<file path="src/hdl/thclu_pkg.sv">
// Shared types, constants and digit helper for the twelve-hour clock display updater.
package thclu_pkg;

    localparam int QUEUE_DEPTH = 2;

    localparam logic [7:0] TICK_LIMIT_RESET    = 8'd100;
    localparam logic [6:0] HOUR_COLUMN_RESET   = 7'd7;
    localparam logic [6:0] MINUTE_COLUMN_RESET = 7'd10;
    localparam logic [6:0] SECOND_COLUMN_RESET = 7'd13;

    localparam logic [5:0] MAX_MIN_SEC = 6'd59;
    localparam logic [3:0] MAX_HOUR    = 4'd12;
    localparam logic [3:0] MIN_HOUR    = 4'd1;
    localparam logic [7:0] ASCII_ZERO  = 8'h30;
    localparam logic [7:0] ASCII_SPACE = 8'h20;

    // Register indexes on the config port
    localparam logic [1:0] REG_TICK_LIMIT    = 2'd0;
    localparam logic [1:0] REG_HOUR_COLUMN   = 2'd1;
    localparam logic [1:0] REG_MINUTE_COLUMN = 2'd2;
    localparam logic [1:0] REG_SECOND_COLUMN = 2'd3;

    localparam logic FUNC_TICK = 1'b0;
    localparam logic FUNC_LOAD = 1'b1;

    localparam logic RS_COMMAND = 1'b0;
    localparam logic RS_DATA    = 1'b1;

    typedef enum logic [1:0] {
        PHASE_COUNT  = 2'd0,
        PHASE_SECOND = 2'd1,
        PHASE_MINUTE = 2'd2,
        PHASE_HOUR   = 2'd3
    } phase_t;

    typedef enum logic [1:0] {
        BEAT_CMD  = 2'd0,
        BEAT_TENS = 2'd1,
        BEAT_ONES = 2'd2
    } beat_t;

    typedef struct packed {
        logic       func;
        logic [3:0] set_hour;
        logic [5:0] set_minute;
        logic [5:0] set_second;
    } in_item_t;

    typedef struct packed {
        logic       register_select;
        logic [7:0] lcd_byte;
        logic       last_write;
    } out_item_t;

    typedef struct packed {
        logic [7:0] tick_limit;
        logic [6:0] hour_column;
        logic [6:0] minute_column;
        logic [6:0] second_column;
    } cfg_t;

    // One field update queued between front and back
    typedef struct packed {
        logic [6:0] column;
        logic [7:0] tens;
        logic [7:0] ones;
    } show_t;

    typedef struct packed {
        logic [7:0] tens;
        logic [7:0] ones;
    } digits_t;

    function automatic digits_t to_digits(logic [5:0] v);
        digits_t    d;
        logic [2:0] t;
        logic [5:0] r;
        if (v >= 6'd60) begin
            t = 3'd6; r = v - 6'd60;
        end else if (v >= 6'd50) begin
            t = 3'd5; r = v - 6'd50;
        end else if (v >= 6'd40) begin
            t = 3'd4; r = v - 6'd40;
        end else if (v >= 6'd30) begin
            t = 3'd3; r = v - 6'd30;
        end else if (v >= 6'd20) begin
            t = 3'd2; r = v - 6'd20;
        end else if (v >= 6'd10) begin
            t = 3'd1; r = v - 6'd10;
        end else begin
            t = 3'd0; r = v;
        end
        d.tens = ASCII_ZERO | {5'd0, t};
        d.ones = ASCII_ZERO | {4'd0, r[3:0]};
        return d;
    endfunction

endpackage

</file>
<file path="src/hdl/thclu_front.sv">
// Front end: accepts tick and load beats, keeps the time, queues field updates.
module thclu_front (
    input  logic                clk,
    input  logic                rst_n,
    input  logic                in_valid,
    output logic                in_stall,
    input  thclu_pkg::in_item_t in_data,
    input  thclu_pkg::cfg_t     cfg,
    input  logic                queue_full,
    output logic                push,
    output thclu_pkg::show_t    push_data
);

    logic [7:0]        prescale_reg, prescale_next;
    logic [5:0]        seconds_reg, seconds_next;
    logic [5:0]        minutes_reg, minutes_next;
    logic [3:0]        hours_reg, hours_next;
    thclu_pkg::phase_t phase_reg, phase_next;

    logic              accept;
    logic              is_tick;
    thclu_pkg::digits_t dig;
    logic [5:0]        show_value;

    assign in_stall = queue_full;
    assign accept   = in_valid && !queue_full;
    assign is_tick  = (in_data.func == thclu_pkg::FUNC_TICK);

    always_comb
    begin
        prescale_next = prescale_reg;
        seconds_next  = seconds_reg;
        minutes_next  = minutes_reg;
        hours_next    = hours_reg;
        phase_next    = phase_reg;
        push          = 1'b0;

        if (accept && !is_tick) begin
            if (in_data.set_hour < thclu_pkg::MIN_HOUR)
                hours_next = thclu_pkg::MIN_HOUR;
            else if (in_data.set_hour > thclu_pkg::MAX_HOUR)
                hours_next = thclu_pkg::MAX_HOUR;
            else
                hours_next = in_data.set_hour;
            minutes_next = (in_data.set_minute > thclu_pkg::MAX_MIN_SEC) ?
                           thclu_pkg::MAX_MIN_SEC : in_data.set_minute;
            seconds_next = (in_data.set_second > thclu_pkg::MAX_MIN_SEC) ?
                           thclu_pkg::MAX_MIN_SEC : in_data.set_second;
        end else if (accept) begin
            prescale_next = (prescale_reg < cfg.tick_limit) ? prescale_reg + 8'd1 : 8'd0;
            unique case (phase_reg)
                thclu_pkg::PHASE_COUNT:
                begin
                    if (prescale_next == cfg.tick_limit) begin
                        if (seconds_reg < thclu_pkg::MAX_MIN_SEC) begin
                            seconds_next = seconds_reg + 6'd1;
                            phase_next   = thclu_pkg::PHASE_SECOND;
                        end else if (minutes_reg < thclu_pkg::MAX_MIN_SEC) begin
                            seconds_next = 6'd0;
                            minutes_next = minutes_reg + 6'd1;
                            phase_next   = thclu_pkg::PHASE_MINUTE;
                        end else begin
                            seconds_next = 6'd0;
                            minutes_next = 6'd0;
                            hours_next   = (hours_reg >= thclu_pkg::MAX_HOUR) ?
                                           thclu_pkg::MIN_HOUR : hours_reg + 4'd1;
                            phase_next   = thclu_pkg::PHASE_HOUR;
                        end
                    end
                end
                thclu_pkg::PHASE_HOUR:
                begin
                    push       = 1'b1;
                    phase_next = thclu_pkg::PHASE_MINUTE;
                end
                thclu_pkg::PHASE_MINUTE:
                begin
                    push       = 1'b1;
                    phase_next = thclu_pkg::PHASE_SECOND;
                end
                thclu_pkg::PHASE_SECOND:
                begin
                    push       = 1'b1;
                    phase_next = thclu_pkg::PHASE_COUNT;
                end
            endcase
        end
    end

    // Field to show follows the phase; values already reflect earlier loads
    always_comb
    begin
        unique case (phase_reg)
            thclu_pkg::PHASE_HOUR:
            begin
                show_value       = {2'd0, hours_reg};
                push_data.column = cfg.hour_column;
            end
            thclu_pkg::PHASE_MINUTE:
            begin
                show_value       = minutes_reg;
                push_data.column = cfg.minute_column;
            end
            default:
            begin
                show_value       = seconds_reg;
                push_data.column = cfg.second_column;
            end
        endcase
        dig            = thclu_pkg::to_digits(show_value);
        push_data.ones = dig.ones;
        // blank leading zero of the hour only
        if (phase_reg == thclu_pkg::PHASE_HOUR && dig.tens == thclu_pkg::ASCII_ZERO)
            push_data.tens = thclu_pkg::ASCII_SPACE;
        else
            push_data.tens = dig.tens;
    end

    always_ff @(posedge clk or negedge rst_n)
    begin
        if (!rst_n) begin
            prescale_reg <= 8'd0;
            seconds_reg  <= 6'd0;
            minutes_reg  <= 6'd0;
            hours_reg    <= thclu_pkg::MAX_HOUR;
            phase_reg    <= thclu_pkg::PHASE_COUNT;
        end else begin
            prescale_reg <= prescale_next;
            seconds_reg  <= seconds_next;
            minutes_reg  <= minutes_next;
            hours_reg    <= hours_next;
            phase_reg    <= phase_next;
        end
    end

endmodule

</file>
<file path="src/hdl/thclu_queue.sv">
// Small FIFO of pending field updates between front and back.
module thclu_queue #(
    parameter int DEPTH = thclu_pkg::QUEUE_DEPTH
) (
    input  logic             clk,
    input  logic             rst_n,
    input  logic             push,
    input  thclu_pkg::show_t push_data,
    input  logic             pop,
    output thclu_pkg::show_t head,
    output logic             empty,
    output logic             full
);

    localparam int PW = (DEPTH > 1) ? $clog2(DEPTH) : 1;
    localparam int CW = $clog2(DEPTH + 1);
    localparam logic [PW-1:0] LAST_PTR = PW'(DEPTH - 1);
    localparam logic [CW-1:0] FULL_CNT = CW'(DEPTH);

    thclu_pkg::show_t entry_reg [DEPTH];
    logic [PW-1:0]    wr_ptr_reg, wr_ptr_next;
    logic [PW-1:0]    rd_ptr_reg, rd_ptr_next;
    logic [CW-1:0]    count_reg, count_next;
    logic             do_push, do_pop;

    assign empty   = (count_reg == '0);
    assign full    = (count_reg == FULL_CNT);
    assign do_push = push && !full;
    assign do_pop  = pop && !empty;
    assign head    = entry_reg[rd_ptr_reg];

    always_comb
    begin
        wr_ptr_next = wr_ptr_reg;
        rd_ptr_next = rd_ptr_reg;
        count_next  = count_reg;
        if (do_push)
            wr_ptr_next = (wr_ptr_reg == LAST_PTR) ? '0 : wr_ptr_reg + PW'(1);
        if (do_pop)
            rd_ptr_next = (rd_ptr_reg == LAST_PTR) ? '0 : rd_ptr_reg + PW'(1);
        if (do_push && !do_pop)
            count_next = count_reg + CW'(1);
        else if (do_pop && !do_push)
            count_next = count_reg - CW'(1);
    end

    always_ff @(posedge clk)
    begin
        if (do_push)
            entry_reg[wr_ptr_reg] <= push_data;
    end

    always_ff @(posedge clk or negedge rst_n)
    begin
        if (!rst_n) begin
            wr_ptr_reg <= '0;
            rd_ptr_reg <= '0;
            count_reg  <= '0;
        end else begin
            wr_ptr_reg <= wr_ptr_next;
            rd_ptr_reg <= rd_ptr_next;
            count_reg  <= count_next;
        end
    end

endmodule

</file>
<file path="src/hdl/thclu_back.sv">
// Back end: turns each queued field update into three display write beats.
module thclu_back (
    input  logic                 clk,
    input  logic                 rst_n,
    input  thclu_pkg::show_t     head,
    input  logic                 empty,
    output logic                 pop,
    output logic                 out_valid,
    input  logic                 out_stall,
    output thclu_pkg::out_item_t out_data
);

    thclu_pkg::beat_t     beat_reg, beat_next;
    logic                 valid_reg, valid_next;
    thclu_pkg::out_item_t data_reg, data_next;
    logic                 load;

    assign load      = !valid_reg || !out_stall;
    assign out_valid = valid_reg;
    assign out_data  = data_reg;

    always_comb
    begin
        beat_next  = beat_reg;
        valid_next = valid_reg;
        data_next  = data_reg;
        pop        = 1'b0;
        if (load) begin
            valid_next = !empty;
            if (!empty) begin
                unique case (beat_reg)
                    thclu_pkg::BEAT_CMD:
                    begin
                        data_next.register_select = thclu_pkg::RS_COMMAND;
                        data_next.lcd_byte        = {1'b1, head.column};
                        data_next.last_write      = 1'b0;
                        beat_next                 = thclu_pkg::BEAT_TENS;
                    end
                    thclu_pkg::BEAT_TENS:
                    begin
                        data_next.register_select = thclu_pkg::RS_DATA;
                        data_next.lcd_byte        = head.tens;
                        data_next.last_write      = 1'b0;
                        beat_next                 = thclu_pkg::BEAT_ONES;
                    end
                    thclu_pkg::BEAT_ONES:
                    begin
                        data_next.register_select = thclu_pkg::RS_DATA;
                        data_next.lcd_byte        = head.ones;
                        data_next.last_write      = 1'b1;
                        beat_next                 = thclu_pkg::BEAT_CMD;
                        pop                       = 1'b1;
                    end
                    default:
                    begin
                        beat_next = thclu_pkg::BEAT_CMD;
                    end
                endcase
            end
        end
    end

    always_ff @(posedge clk or negedge rst_n)
    begin
        if (!rst_n) begin
            beat_reg  <= thclu_pkg::BEAT_CMD;
            valid_reg <= 1'b0;
        end else begin
            beat_reg  <= beat_next;
            valid_reg <= valid_next;
        end
    end

    always_ff @(posedge clk)
    begin
        data_reg <= data_next;
    end

endmodule

</file>
<file path="src/hdl/twelve_hour_clock_lcd_updater_unit.sv">
// Top level of the twelve-hour clock display updater: config port, front, queue, back.
//
//  channel   dir  handshake              beat
//  in        in   in_valid / in_stall    tick or load time (in_item_t)
//  out       out  out_valid / out_stall  one display write (out_item_t)
//  config    in   APB psel/penable       tick_limit and three columns
//
// One input beat per cycle while the update queue has room.
// A field update leaves as three output beats, back to back while out_stall is low,
// from the back end's output register; the back end sets the rate.
// in_stall rises whenever the queue is full; a cascade pushes one update per
// tick but each update drains over three beats, so it fills even with no out stall.
// Reset restores the time to 12:00:00 and the registers to their defaults.
module twelve_hour_clock_lcd_updater_unit #(
    parameter int QUEUE_DEPTH = thclu_pkg::QUEUE_DEPTH
) (
    input  logic                 clk,
    input  logic                 rst_n,
    input  logic                 in_valid,
    output logic                 in_stall,
    input  thclu_pkg::in_item_t  in_data,
    output logic                 out_valid,
    input  logic                 out_stall,
    output thclu_pkg::out_item_t out_data,
    input  logic                 psel,
    input  logic                 penable,
    input  logic                 pwrite,
    input  logic [3:0]           paddr,
    input  logic [31:0]          pwdata,
    output logic [31:0]          prdata,
    output logic                 pready
);

    thclu_pkg::cfg_t  cfg_reg, cfg_next;
    logic             wr_en;
    logic             push, pop, q_empty, q_full;
    thclu_pkg::show_t push_data, head;

    assign pready = 1'b1;
    assign wr_en  = psel && penable && pwrite && pready;

    always_comb
    begin
        cfg_next = cfg_reg;
        if (wr_en) begin
            unique case (paddr[3:2])
                thclu_pkg::REG_TICK_LIMIT:    cfg_next.tick_limit    = pwdata[7:0];
                thclu_pkg::REG_HOUR_COLUMN:   cfg_next.hour_column   = pwdata[6:0];
                thclu_pkg::REG_MINUTE_COLUMN: cfg_next.minute_column = pwdata[6:0];
                thclu_pkg::REG_SECOND_COLUMN: cfg_next.second_column = pwdata[6:0];
            endcase
        end
    end

    always_comb
    begin
        unique case (paddr[3:2])
            thclu_pkg::REG_TICK_LIMIT:    prdata = {24'd0, cfg_reg.tick_limit};
            thclu_pkg::REG_HOUR_COLUMN:   prdata = {25'd0, cfg_reg.hour_column};
            thclu_pkg::REG_MINUTE_COLUMN: prdata = {25'd0, cfg_reg.minute_column};
            thclu_pkg::REG_SECOND_COLUMN: prdata = {25'd0, cfg_reg.second_column};
        endcase
    end

    always_ff @(posedge clk or negedge rst_n)
    begin
        if (!rst_n) begin
            cfg_reg.tick_limit    <= thclu_pkg::TICK_LIMIT_RESET;
            cfg_reg.hour_column   <= thclu_pkg::HOUR_COLUMN_RESET;
            cfg_reg.minute_column <= thclu_pkg::MINUTE_COLUMN_RESET;
            cfg_reg.second_column <= thclu_pkg::SECOND_COLUMN_RESET;
        end else begin
            cfg_reg <= cfg_next;
        end
    end

    thclu_front u_front (
        .clk        (clk),
        .rst_n      (rst_n),
        .in_valid   (in_valid),
        .in_stall   (in_stall),
        .in_data    (in_data),
        .cfg        (cfg_reg),
        .queue_full (q_full),
        .push       (push),
        .push_data  (push_data)
    );

    thclu_queue #(
        .DEPTH (QUEUE_DEPTH)
    ) u_queue (
        .clk       (clk),
        .rst_n     (rst_n),
        .push      (push),
        .push_data (push_data),
        .pop       (pop),
        .head      (head),
        .empty     (q_empty),
        .full      (q_full)
    );

    thclu_back u_back (
        .clk       (clk),
        .rst_n     (rst_n),
        .head      (head),
        .empty     (q_empty),
        .pop       (pop),
        .out_valid (out_valid),
        .out_stall (out_stall),
        .out_data  (out_data)
    );

endmodule

</file>
<file path="config.mk">
export PLATFORM = sky130hd
export DESIGN_NAME = twelve_hour_clock_lcd_updater_unit
export DESIGN_NICKNAME = d
export VERILOG_FILES = /design/src/hdl/thclu_pkg.sv /design/src/hdl/thclu_front.sv /design/src/hdl/thclu_queue.sv /design/src/hdl/thclu_back.sv /design/src/hdl/twelve_hour_clock_lcd_updater_unit.sv
export SDC_FILE = /design/constraint.sdc
export NUM_CORES = 1
export LEC_CHECK = 0
export BUFFER_PORTS_ARGS = -buffer_cell sky130_fd_sc_hd__buf_2
export CORE_UTILIZATION = 35
export DETAILED_ROUTE_END_ITERATION = 12
export PLACE_DENSITY = 0.64
export SLEW_MARGIN = 20
export SYNTH_ARGS = -nofsm -noshare
export SYNTH_HDL_FRONTEND = slang
export SYNTH_HIERARCHICAL = 1
export SYNTH_SLANG_ARGS = --single-unit
</file>
<file path="constraint.sdc">
create_clock -name clk -period 2.85 [get_ports clk]
set_input_delay 0.4275 -clock clk [delete_from_list [all_inputs] [get_ports clk]]
set_output_delay 0.4275 -clock clk [all_outputs]
set_load 0.01 [all_outputs]
</file>
==> key figures <==
Global route
  • Largest net degree at the start of global routing: 34
  • Initial antenna violation count: 0
  • GR Overflow Total: 0
  • GRT Total Usage: 0.156
  • First-pass GRT wire length: between 20 and 30 mm
  • Vias in the first global route: 5105

Timing
  • Min cycle time layout: approximately 3 ns
  • Final Cycle Share: 1.02
  • Setup WS post-layout: -0.0667 ns
  • Setup Viol. Count Final: 8
  • Max_slew headroom: 0.452
  • Worst Tran Pin Value: 0.823 ns
  • RSZ-0062 raised after global routing: yes
  • Pins Over Slew Limit: 0
  • Post-route clock skew: about 0.012 ns
  • Endpoints failing hold: 0
  • Achievable clock frequency: 0.343 GHz

Floorplan
  • Rows: 52
  • Die W: 146 um
  • Area of the core: 20200 um2
  • DIE AREA: approximately 21000 um2
  • Ports: 105
  • Chip height: 146 um
  • Initial core utilization: 0.357

Synth
  • EDFF count, synth: 56
  • Multiplexer share of the synthesized area: 0.143
  • Cells after synthesis: 632
  • Ys Warns: 6
  • Simple-gate share of the synthesized area: 0.124
  • Register area share after synthesis: 0.450
  • Post-Synth Adder-Cell Area: 0.0364
  • Xor and xnor area share after synthesis: 0.0232
  • Main combinational cell family by area after synthesis: multiplexers
  • Post-synth ARST share: 0.525
  • Synthesized area: 7210 um2
  • Yosys cell types: between 80 and 90
  • Complex-gate fraction of the synthesized area: 0.142
  • Main synth FF type: edfxtp_1
  • Number of synthesized register bits: between 100 and 150
  • Post-Syn Area per Cell: 11.4 um2

Detailed routing
  • WL final: 15.7 mm
  • DRT Pass-1 Iters: 4
  • DRT iter0 DRCs: 262
  • Vias: approximately 5200
  • DR WL/cell: 15.4 um
  • Drt via density: 5.05
  • # DRC: 0
  • Final ANT Viol Nets: 0

Clocking
  • Num Clock Sinks: approximately 120
  • CTS tree: yes
  • CTS Root Cell: clkbuf_16
  • Clock-pin slew on the worst setup and hold paths: around 0.060 ns
  • Hold_buf cts: 0
  • Total clock buffers created by CTS: 17
  • Later-pin clock latency in the skew report: ~0.42 ns
  • Deepest clock path buffer count: 2
  • H-tree depth: 4

Setup path
  • Worst r2r src: cfg_reg[26]$_DFFE_PN1P_
  • Critical Path Sink Type: register
  • CP Launch Type: register
  • Reg2Reg Setup Slack: -0.07 ns
  • Worst-path fanout max: 4
  • CP Class: register to register
  • Worst EP arrival: 3.25 ns
  • CP Data Required Time: 3.19 ns
  • Worst r2r dst: u_front/minutes_reg[0]$_DFFE_PN0P_
  • Reg2reg path depth: 11

Place
  • Gpl congestion: 0.862
  • DPL Wire Length: between 10 and 15 mm
  • Number of I/O port buffers: 53
  • Dpl cell area: 7960 um2

Layout
  • Nets@finish: 818
  • Reg area: 3250 um2
  • Most frequent cells in the layout: buf_4, edfxtp_1, buf_2, dfrtp_1, nor2_1
  • Fill cell count: 1942
  • P&R area growth vs syn: 20.9%
  • Leading cell type in the layout, fill and taps excluded: buf_4
  • Largest register FFs: 46
  • Multi-input gate area: 3620 um2
  • Layout cells sized above 1: 0.337
  • Final Cell Area: about 8700 um2
  • Antenna Cells: 0

Pwr
  • Peak supply drop: 0.000415 V
  • Power Dens Cells: 903 nW/um2
  • Leak: 3.62 nW
  • Power, Total: 7.87 mW

Run status
  • Violated checks: negative setup slack
  • Outcome: finished with violations

Flow run
  • Max Cap Viol: 0

Min path
  • Worst min path class: input pin to async pin
==> per-stage QoR <==
step / utilization / hold slack, ns / setup WS, ns / cells / setup TNS [ns]
6_report: 0.431 / 0.102 / -0.0667 / 1020 / -0.356
4_1_cts: 0.429 / 0.135 / -0.0760 / 1019 / -0.405
5_1_grt: 0.431 / 0.151 / -0.193 / 1020 / -1.85
2_1_floorplan: - / 0.132 / 0.00429 / 661 / 0
3_5_place_dp: 0.393 / 0.499 / -0.219 / 982 / -1.98
3_3_place_gp: 0.393 / 0.490 / -0.181 / 982 / -1.67
==> logic make-up after synthesis <==
group                    Yosys count
flip-flops                       118
buffers and inverters             89
adder cells (fa/ha/maj)           21
XOR/XNOR                          16
AO/OA/AOI/OAI                    145
AND/OR/NAND/NOR                  167
multiplexers                      72
other                              4
==> synth_stat cells (4+ instances only) <==
cell type	instances	area share
a31oi_1	13	0.011
xnor2_1	8	0.0097
nand3_1	10	0.0069
or3_1	8	0.0069
mux2_2	15	0.023
and2_1	4	0.0035
nand4_1	7	0.0061
edfxtp_1	56	0.23
dfstp_2	13	0.047
mux2_4	34	0.071
a211oi_1	5	0.0052
mux2_1	5	0.0078
conb_1	4	0.0021
nand2b_1	7	0.0061
nor2_1	46	0.024
a21oi_1	32	0.022
nand3b_1	4	0.0042
mux4_1	7	0.025
buf_2	5	0.0035
nor3_1	17	0.012
a22oi_1	9	0.0094
mux2i_1	11	0.015
o211ai_1	6	0.0062
and3_1	8	0.0069
clkbuf_1	10	0.0052
nor4b_1	4	0.0049
dfrtp_1	49	0.17
nand2_1	30	0.016
ha_1	21	0.036
o21ai_0	19	0.013
inv_1	24	0.012
o21ai_1	11	0.0076
xor2_1	6	0.0073
buf_6	7	0.011
o31ai_1	8	0.0083
buf_4	35	0.036
==> metal layers <==
layer  global-route usage  wire (um)
met4               0.0505        159
met1                0.202       7540
met3               0.0376        476
met2                0.258       7560
met5                    0          0
==> worst max-delay path by stage <==
stage,slack (ns),cells after the start,startpoint,to
global route,-0.19,12,cfg_reg[27]$_DFFE_PN1P_,u_front/seconds_reg[0]$_DFFE_PN0P_
CTS,-0.08,12,cfg_reg[27]$_DFFE_PN1P_,u_front/minutes_reg[0]$_DFFE_PN0P_
detailed placement,-0.22,11,cfg_reg[27]$_DFFE_PN1P_,u_front/hours_reg[2]$_DFFE_PN1P_
floorplan,0.004,11,cfg_reg[27]$_DFFE_PN1P_,u_front/seconds_reg[0]$_DFFE_PN0P_
global placement,-0.18,11,cfg_reg[27]$_DFFE_PN1P_,u_front/seconds_reg[0]$_DFFE_PN0P_
finish,-0.07,11,cfg_reg[26]$_DFFE_PN1P_,u_front/minutes_reg[0]$_DFFE_PN0P_
==> what timing repair did <==
item | CTS | global route
endpoints found under the hold margin | 0 | 0
buffers inserted | 5 | 1
setup endpoints to repair | 19 | 20
resized for setup | 19 | 9
pin swaps | 20 | 6
==> power breakdown <==
part	internal (mW)	switching (mW)
Combinational	1.50	1.69
Sequential	2.29	0.310
Clock	1.28	0.800
Total	5.07	2.80
==> final cells by class <==
class,instances,area share
inverter,25,0.0110
clock inverter,11,0.00961
timing repair buffer,121,0.0945
multi-input combinational,454,0.416
sequential,118,0.373
clock buffer,21,0.0578
tap,270,0.0387
==> worst max-delay path, stage by stage (launching register included) <==
cell and delay [ns]:
dfstp_2 0.54, inv_2 0.05, ha_4 0.25, and3_4 0.20, buf_6 0.09, o211ai_1 0.13, o21a_2 0.28, buf_6 0.14
a211o_1 0.28, a211o_1 0.29, or4_4 0.42, a31oi_1 0.16
No activity file was read; power rests on OpenSTA's default activity.
